--- src/hw/rtl/kdr_pkg.sv ---
// Shared types and constants for the keypad debounce and auto-repeat block.
`default_nettype none
package kdr_pkg;

    localparam int KEY_SLOTS  = 8;
    localparam int CNT_W      = 8;
    localparam int KEY_IDX_W  = 3;
    localparam int CFG_IDX_W  = 1;
    localparam int CFG_DATA_W = 8;

    localparam logic [CFG_IDX_W-1:0] CFG_DEBOUNCE = 1'd0;
    localparam logic [CFG_IDX_W-1:0] CFG_REPEAT   = 1'd1;

    localparam logic [CNT_W-1:0] DEBOUNCE_RST = 8'd4;
    localparam logic [CNT_W-1:0] REPEAT_RST   = 8'd100;

    typedef enum logic [1:0] {
        KIND_DOWN   = 2'd0,
        KIND_UP     = 2'd1,
        KIND_REPEAT = 2'd2
    } t_kind;

    typedef struct packed {
        logic [CNT_W-1:0] debounce;
        logic [CNT_W-1:0] repeat_lim;
    } t_limits;

    typedef struct packed {
        logic  sel;   // lowest pending event in the row
        logic  last;  // no pending event above this cell
        t_kind kind;
    } t_cell_out;

endpackage
`default_nettype wire

--- src/hw/rtl/kdr_in_if.sv ---
// Tick channel: one beat per polling tick, one released bit per key.
`default_nettype none
interface kdr_in_if;
    logic       valid;
    logic       ready;
    logic [7:0] key_released;

    modport source (output valid, output key_released, input ready);
    modport sink   (input valid, input key_released, output ready);
endinterface
`default_nettype wire

--- src/hw/rtl/kdr_out_if.sv ---
// Event channel: one beat per key event.
`default_nettype none
interface kdr_out_if;
    logic       valid;
    logic       ready;
    logic [1:0] event_kind;
    logic [2:0] key_index;
    logic       last_event;

    modport source (output valid, output event_kind, output key_index, output last_event,
                    input ready);
    modport sink   (input valid, input event_kind, input key_index, input last_event,
                    output ready);
endinterface
`default_nettype wire

--- src/hw/rtl/keypad_debounce_repeat_unit.sv ---
// Top level: keypad debounce with auto-repeat, a row of key cells and an event register.
// A tick beat updates every key cell at its accept edge; the first event of that
//   tick is loaded into the output register once that register is free.
// Throughput: one event beat per cycle while the sink is ready; a tick with events holds
//   off the next tick while its pending events drain, a quiet tick does not.
// Reset (synchronous, active low): counters, pressed flags and pending events clear,
//   debounce limit returns to 4 and repeat limit to 100, output register empties.
`default_nettype none
module keypad_debounce_repeat_unit #(
    parameter int NUM_KEYS = 8
) (
    input  wire logic                           i_clk,
    input  wire logic                           i_rst_n,
    input  wire logic                           i_cfg_we,
    input  wire logic [kdr_pkg::CFG_IDX_W-1:0]  i_cfg_idx,
    input  wire logic [kdr_pkg::CFG_DATA_W-1:0] i_cfg_data,
    kdr_in_if.sink                              i_key,
    kdr_out_if.source                           o_evt
);
    import kdr_pkg::*;

    // keys above the eight the tick word holds are never scanned
    localparam int NK = (NUM_KEYS > KEY_SLOTS) ? KEY_SLOTS : NUM_KEYS;

    // limit registers
    t_limits r_limits;

    always_ff @(posedge i_clk) begin
        if (!i_rst_n) begin
            r_limits.debounce   <= DEBOUNCE_RST;
            r_limits.repeat_lim <= REPEAT_RST;
        end else if (i_cfg_we) begin
            case (i_cfg_idx)
                CFG_DEBOUNCE: r_limits.debounce   <= i_cfg_data;
                CFG_REPEAT:   r_limits.repeat_lim <= i_cfg_data;
                default:      ;
            endcase
        end
    end

    // cell row: lower[] carries "a lower key has an event pending" upward,
    // upper[] carries "a higher key has an event pending" downward
    logic [NK:0]     lower;
    logic [NK:0]     upper;
    logic [NK-1:0]   take;
    logic [NK-1:0]   sel_vec;
    t_cell_out       status [NK];
    logic            any_pend;
    logic            tick;
    logic            load;

    assign lower[0]  = 1'b0;
    assign upper[NK] = 1'b0;
    assign any_pend  = lower[NK];

    // a new tick waits until every event of the previous one left the row
    assign i_key.ready = ~any_pend;
    assign tick        = i_key.valid & ~any_pend;

    genvar g;
    generate
        for (g = 0; g < NK; g++) begin : g_cell
            kdr_cell u_cell (
                .i_clk      (i_clk),
                .i_rst_n    (i_rst_n),
                .i_tick     (tick),
                .i_released (i_key.key_released[g]),
                .i_limits   (r_limits),
                .i_take     (take[g]),
                .i_lower    (lower[g]),
                .o_lower    (lower[g+1]),
                .i_upper    (upper[g+1]),
                .o_upper    (upper[g]),
                .o_status   (status[g])
            );
            assign sel_vec[g] = status[g].sel;
            assign take[g]    = status[g].sel & load;
        end
    endgenerate

    // pick the lowest pending cell; sel_vec is one-hot or empty
    logic [KEY_IDX_W-1:0] sel_idx;
    logic [1:0]           sel_kind;
    logic                 sel_last;

    always_comb begin
        sel_idx  = '0;
        sel_kind = '0;
        sel_last = 1'b0;
        for (int k = 0; k < NK; k++) begin
            if (status[k].sel) begin
                sel_idx  = sel_idx | KEY_IDX_W'(k);
                sel_kind = sel_kind | status[k].kind;
                sel_last = sel_last | status[k].last;
            end
        end
    end

    // event register
    logic                 r_out_valid;
    logic [1:0]           r_out_kind;
    logic [KEY_IDX_W-1:0] r_out_idx;
    logic                 r_out_last;

    assign load = any_pend & (~r_out_valid | o_evt.ready);

    always_ff @(posedge i_clk) begin
        if (!i_rst_n) begin
            r_out_valid <= 1'b0;
        end else if (load) begin
            r_out_valid <= 1'b1;
        end else if (o_evt.ready) begin
            r_out_valid <= 1'b0;
        end
    end

    always_ff @(posedge i_clk) begin
        if (load) begin
            r_out_kind <= sel_kind;
            r_out_idx  <= sel_idx;
            r_out_last <= sel_last;
        end
    end

    assign o_evt.valid      = r_out_valid;
    assign o_evt.event_kind = r_out_kind;
    assign o_evt.key_index  = r_out_idx;
    assign o_evt.last_event = r_out_last;

    // at most one cell wins the output
    a_sel_onehot: assert property (@(posedge i_clk) disable iff (!i_rst_n)
        $onehot0(sel_vec))
        else $error("more than one key cell selected");

    // both ends of the row see the same "anything pending"
    a_chains_agree: assert property (@(posedge i_clk) disable iff (!i_rst_n)
        upper[0] == any_pend)
        else $error("priority chains disagree");

    // once the marked beat is loaded, nothing of that tick is left in the row
    a_last_drains: assert property (@(posedge i_clk) disable iff (!i_rst_n)
        load && sel_last |=> !any_pend)
        else $error("events left pending after last beat");

    // an unmarked beat in the register means more events of its tick still wait
    a_more_pending: assert property (@(posedge i_clk) disable iff (!i_rst_n)
        r_out_valid && !r_out_last |-> any_pend)
        else $error("non-last beat with nothing pending");

    // a tick is never taken while events are queued in the row
    a_no_tick_busy: assert property (@(posedge i_clk) disable iff (!i_rst_n)
        tick |-> !load)
        else $error("tick accepted while draining");

endmodule
`default_nettype wire

--- src/hw/rtl/kdr_cell.sv ---
// One key cell: hold counter, pressed flag, pending event and priority links.
`default_nettype none
module kdr_cell (
    input  wire logic               i_clk,
    input  wire logic               i_rst_n,
    input  wire logic               i_tick,
    input  wire logic               i_released,
    input  wire kdr_pkg::t_limits   i_limits,
    input  wire logic               i_take,
    input  wire logic               i_lower,
    output logic                    o_lower,
    input  wire logic               i_upper,
    output logic                    o_upper,
    output kdr_pkg::t_cell_out      o_status
);
    import kdr_pkg::*;

    logic [CNT_W-1:0] r_cnt,  n_cnt;
    logic             r_flag, n_flag;
    logic             r_pend, n_pend;
    t_kind            r_kind, n_kind;
    logic [CNT_W-1:0] inc;

    assign inc = r_cnt + CNT_W'(1);

    always_comb begin
        n_cnt  = r_cnt;
        n_flag = r_flag;
        n_pend = r_pend;
        n_kind = r_kind;
        if (i_tick) begin
            if (i_released) begin
                n_cnt = '0;
                if (r_flag) begin
                    n_flag = 1'b0;
                    n_pend = 1'b1;
                    n_kind = KIND_UP;
                end
            end else if (r_flag) begin
                if (inc > i_limits.repeat_lim) begin
                    n_cnt  = '0;
                    n_pend = 1'b1;
                    n_kind = KIND_REPEAT;
                end else begin
                    n_cnt = inc;
                end
            end else if (inc > i_limits.debounce) begin
                n_cnt  = '0;
                n_flag = 1'b1;
                n_pend = 1'b1;
                n_kind = KIND_DOWN;
            end else begin
                n_cnt = inc;
            end
        end else if (i_take) begin
            n_pend = 1'b0;
        end
    end

    always_ff @(posedge i_clk) begin
        if (!i_rst_n) begin
            r_cnt  <= '0;
            r_flag <= 1'b0;
            r_pend <= 1'b0;
            r_kind <= KIND_DOWN;
        end else begin
            r_cnt  <= n_cnt;
            r_flag <= n_flag;
            r_pend <= n_pend;
            r_kind <= n_kind;
        end
    end

    // priority runs up from key 0, the last-event mark runs down from the top key
    assign o_lower       = i_lower | r_pend;
    assign o_upper       = i_upper | r_pend;
    assign o_status.sel  = r_pend & ~i_lower;
    assign o_status.last = ~i_upper;
    assign o_status.kind = r_kind;

endmodule
`default_nettype wire

--- src/flat_wrapper.sv ---
// flat-port wrapper written by rule: the top's interface ports become plain ports
module keypad_debounce_repeat_unit_flat import kdr_pkg::*;
#(
    parameter int NUM_KEYS = 8
)
  (i_clk, i_rst_n, i_cfg_we, i_cfg_idx, i_cfg_data, i_key_valid, i_key_key_released, i_key_ready, o_evt_valid, o_evt_event_kind, o_evt_key_index, o_evt_last_event, o_evt_ready);
  kdr_in_if i_key_i ();
  kdr_out_if o_evt_i ();
  input  wire logic i_clk;
  input  wire logic i_rst_n;
  input  wire logic i_cfg_we;
  input  wire logic [kdr_pkg::CFG_IDX_W-1:0] i_cfg_idx;
  input  wire logic [kdr_pkg::CFG_DATA_W-1:0] i_cfg_data;
  input wire logic [$bits(i_key_i.valid)-1:0] i_key_valid;
  input wire logic [$bits(i_key_i.key_released)-1:0] i_key_key_released;
  output wire logic [$bits(i_key_i.ready)-1:0] i_key_ready;
  output wire logic [$bits(o_evt_i.valid)-1:0] o_evt_valid;
  output wire logic [$bits(o_evt_i.event_kind)-1:0] o_evt_event_kind;
  output wire logic [$bits(o_evt_i.key_index)-1:0] o_evt_key_index;
  output wire logic [$bits(o_evt_i.last_event)-1:0] o_evt_last_event;
  input wire logic [$bits(o_evt_i.ready)-1:0] o_evt_ready;
  assign i_key_i.valid = i_key_valid;
  assign i_key_i.key_released = i_key_key_released;
  assign i_key_ready = i_key_i.ready;
  assign o_evt_valid = o_evt_i.valid;
  assign o_evt_event_kind = o_evt_i.event_kind;
  assign o_evt_key_index = o_evt_i.key_index;
  assign o_evt_last_event = o_evt_i.last_event;
  assign o_evt_i.ready = o_evt_ready;
  keypad_debounce_repeat_unit #(.NUM_KEYS(NUM_KEYS)) u_core (.i_clk(i_clk), .i_rst_n(i_rst_n), .i_cfg_we(i_cfg_we), .i_cfg_idx(i_cfg_idx), .i_cfg_data(i_cfg_data), .i_key(i_key_i), .o_evt(o_evt_i));
endmodule
--- config.mk ---
export PLATFORM = sky130hd
export DESIGN_NAME = keypad_debounce_repeat_unit_flat
export DESIGN_NICKNAME = d
export VERILOG_FILES = /design/src/hw/rtl/kdr_pkg.sv /design/src/hw/rtl/kdr_in_if.sv /design/src/hw/rtl/kdr_out_if.sv /design/src/hw/rtl/keypad_debounce_repeat_unit.sv /design/src/hw/rtl/kdr_cell.sv /design/src/flat_wrapper.sv
export SDC_FILE = /design/constraint.sdc
export NUM_CORES = 1
export LEC_CHECK = 0
export BUFFER_PORTS_ARGS = -buffer_cell sky130_fd_sc_hd__buf_2
export CAP_MARGIN = 20
export CORE_UTILIZATION = 65
export DETAILED_ROUTE_END_ITERATION = 10
export GPL_TIMING_DRIVEN = 0
export PLACE_DENSITY = 0.94
export REMOVE_ABC_BUFFERS = 1
export SLEW_MARGIN = 5
export SYNTH_ARGS = -nofsm -noshare
export SYNTH_HDL_FRONTEND = slang
export SYNTH_SLANG_ARGS = --single-unit
--- constraint.sdc ---
create_clock -name i_clk -period 8.4 [get_ports i_clk]
set_clock_uncertainty 0.15 [all_clocks]
set_input_delay 1.68 -clock i_clk [delete_from_list [all_inputs] [get_ports i_clk]]
set_output_delay 1.68 -clock i_clk [all_outputs]
set_load 0.005 [all_outputs]
==> summary.txt <==
Global routing
  – Largest net degree at the start of global routing: 39
  – Vias in the first global route: 8480
  – Total GRT Usage: 35.5%
  – Antenna violations before repair: 0
  – GRT Residual Overflow: 0
  – First-pass GRT wire length: 39.7 mm

Drt
  – DRT iter0 DRCs: 755
  – DRC Markers: 0
  – Post-DR vias/cell: 6.72
  – Vias: 8676
  – DRT antenna net count: 0
  – Routed len/inst: 18.8 um
  – WL final: 24.3 mm
  – DR pass1 iterations: 5

Worst setup path
  – Crit path depth: 3
  – Reg2reg end: u_core.g_cell[2].u_cell.r_kind[0]
  – Slowest CP cell: nor4_1
  – Worst R2R Path Depth: 10
  – CP cell instances: nor4_1, and2_0, buf_2
  – Crit start category: register
  – Crit path from: u_core.g_cell[0].u_cell.r_pend
  – Delay-heaviest family, CP: simple AND/OR/NAND/NOR gates
  – Worst setup path end: i_key_ready
  – Worst reg2reg startpoint: u_core.g_cell[2].u_cell.r_cnt[0]
  – Worst endpoint required time: 6.57 ns
  – Buf+Inv Stages, Crit Path: 1
  – WS Path Type: reg -> out
  – Flop2flop setup slack: 4.94 ns
  – CP max stage delay: 0.61 ns
  – Worst EP arrival: 2.14 ns
  – Max FO, Critical Path: 14
  – Crit. End Element: output pin

Clocking
  – CTS tree: done
  – Max clock buf depth: 2
  – Quantity of gates resized following cts: 0
  – Clk slew on worst S/H paths: 0.06 ns
  – Post-CTS setup buffers: 0
  – Hold Buf Count CTS: 0
  – Root Buffer: clkbuf_16
  – Clock sink count: 119
  – CTS buffer count: 17
  – Skew-Pair Late Insertion Delay: 0.43 ns
  – # H-tree levels: 4

Synth
  – Ys async rst share: 0%
  – Count leader, synth: nand2_1
  – Most common flop cell mapped by yosys: dfxtp_1
  – Compound-Gate Fraction of Synth Area: 21.5%
  – YS warnings: 0
  – Count of different cell masters after synthesis: 73
  – Synth Area in Adders: 19.1%
  – Cells after synthesis: 1085
  – Commonest cells in the netlist: nand2_1 (173), ha_1 (136), dfxtp_1 (113)
  – Avg Cell Area, Syn: 8.20 sq um
  – Mux contribution to synthesized area: 0.351%
  – Post-Synth XOR/XNOR Area: 3.64%
  – Area fraction of the dominant cell type after synthesis: 25.4%
  – Main combinational cell family by area after synthesis: simple AND/OR/NAND/NOR gates
  – Simple-gate share of the synthesized area: 24.7%
  – Post-synthesis register bit count: 119
  – Post-synth top area cell: dfxtp_1
  – Post-synth EDFFs: 6
  – Mapped Area: 8900 sq um
  – Synth area leaders: dfxtp_1 (25%), ha_1 (19%), nand2_1 (7.3%), a21oi_1 (4.3%), o21ai_0 (2.8%)
  – Sequential share of the synthesized area: 27.4%

STA
  – Setup ws final: 4.43 ns
  – Endpoints failing setup: 0
  – Slew Limit Fails: 0
  – Final Hold Fails: 0
  – Max-slew headroom: 42.4%
  – Fin crit share: 47.3%
  – Fmax: 252 MHz
  – Slew @ Worst Pin: 0.842 ns
  – RSZ-0062 raised after global routing: no
  – Final Critical Period: 3.97 ns
  – Setup TNS: 0 ns

Floorplan
  – Die ar.: 14200 sq um
  – Die Span Y: 119 um
  – Starting Density: 66.9%
  – Number of placement rows: 42
  – Core area: 13300 sq um
  – Chip Width: 119 um
  – Io pins: 30

Place
  – Input/output buffers: 29
  – Setup WS pre-CTS: 4.44 ns
  – RePlAce Congestion: 0.915
  – HPWL after DPL: 16.3 mm

Power
  – Pwr dens: 162 nW/um^2
  – Pleak: 4.41 nW
  – Peak VDD IR: 0.149 mV

Run
  – Max Cap Viol: 0

Cells and area
  – Fill cell count: 923
  – # nets final: 1261
  – Ant diodes: 0
  – Area growth syn-to-layout: 9.78%
  – Multi-input gate area: 6180 sq um
  – Register area: 2440 sq um
  – Share of layout cells above drive strength 1: 8.96%

Run status
  – Run status: complete, no violations

Min path
  – Hold WC Path Type: reg -> reg
per-layer routing:
layer  global-route usage (%)  wire length, um
met5                        0                0
met2                     55.5            10900
met4                     27.1             1760
met1                     41.1             9500
met3                     9.72             2120
sequential cells by signal, summed over array words and instances (netlist names):
register	count
u_core.g_cell.u_cell.r_kind	16
u_core.g_cell.u_cell.r_flag	8
u_core.o_evt.key_index	3
u_core.o_evt.event_kind	2
u_core.o_evt.valid	1
u_core.r_limits	16
u_core.g_cell.u_cell.r_cnt	64
u_core.g_cell.u_cell.r_pend	8
u_core.o_evt.last_event	1
worst reg2reg max path, delay by kind of cell (launching register included):
family / cells / cell delay [ns]
AOI/OAI and AO/OA: 4 / 1.44
DFF: 1 / 0.47
and+or+nand+nor: 5 / 0.97
adders and majority gates: 1 / 0.33
logic make-up after synthesis:
| family | after synthesis |
|---|---|
| buffers and inverters | 67 |
| and+or+nand+nor | 442 |
| muxes | 3 |
| adders and majority gates | 136 |
| AOI/OAI and AO/OA | 281 |
| DFF | 119 |
| xor gates and xnor gates | 37 |
placed cells by master (no fill, tap or decap), types with 11 or more instances in the layout:
cell	instances
o21a_1	13
o21ai_0	49
nand2b_1	22
buf_2	30
o211ai_1	18
xnor2_1	17
inv_1	33
clkbuf_16	17
nor2_1	64
ha_1	136
or2_2	16
nor2b_1	20
and3_1	15
a21oi_1	77
dfxtp_1	113
a21o_1	12
nand4_1	34
xor2_1	20
and4_1	11
nand2_1	173
a211oi_1	18
nand3_1	44
area by class of cell:
type	count	area share (%)
Clock inverter	15	1.84
Multi-Input combinational cell	899	63.2
Inverter	34	1.31
Tap cell	176	2.25
Sequential cell	119	25.0
Timing Repair Buffer	32	2.02
Clock buffer	17	4.35
worst min-delay path by stage:
stage                                     startpoint                               end  slack (ns)  cells after the start
global placement    u_core.g_cell[2].u_cell.r_cnt[7]  u_core.g_cell[2].u_cell.r_cnt[7]        0.29                      2
finish                            u_core.r_limits[9]                u_core.r_limits[9]        0.30                      2
floorplan           u_core.g_cell[1].u_cell.r_cnt[7]  u_core.g_cell[1].u_cell.r_cnt[7]        0.28                      2
detailed placement                u_core.r_limits[4]                u_core.r_limits[4]        0.30                      2
CTS                               u_core.r_limits[4]                u_core.r_limits[4]        0.30                      2
global route                      u_core.r_limits[9]                u_core.r_limits[9]        0.33                      2
power breakdown:
group          switching (mW)  internal [mW]  leakage (nW)  total [mW]
registers              0.0208          0.586         0.971       0.607
clock network           0.282          0.466         0.277       0.748
logic                   0.148         0.0797          3.16       0.228
per-stage QoR:
stage	hold WS (ns)	area [sq um]	total power, mW	instances	utilization (%)
6_report	0.303	9770	1.58	1292	73.5
5_1_grt	0.334	9770	1.63	1292	73.5
4_1_cts	0.304	9740	1.57	1291	73.3
3_5_place_dp	0.296	9140	0.829	1259	68.7
3_3_place_gp	0.288	9110	0.813	1257	68.5
2_1_floorplan	0.280	8740	0.751	1052	-
No activity file was read; power rests on OpenSTA's default activity.
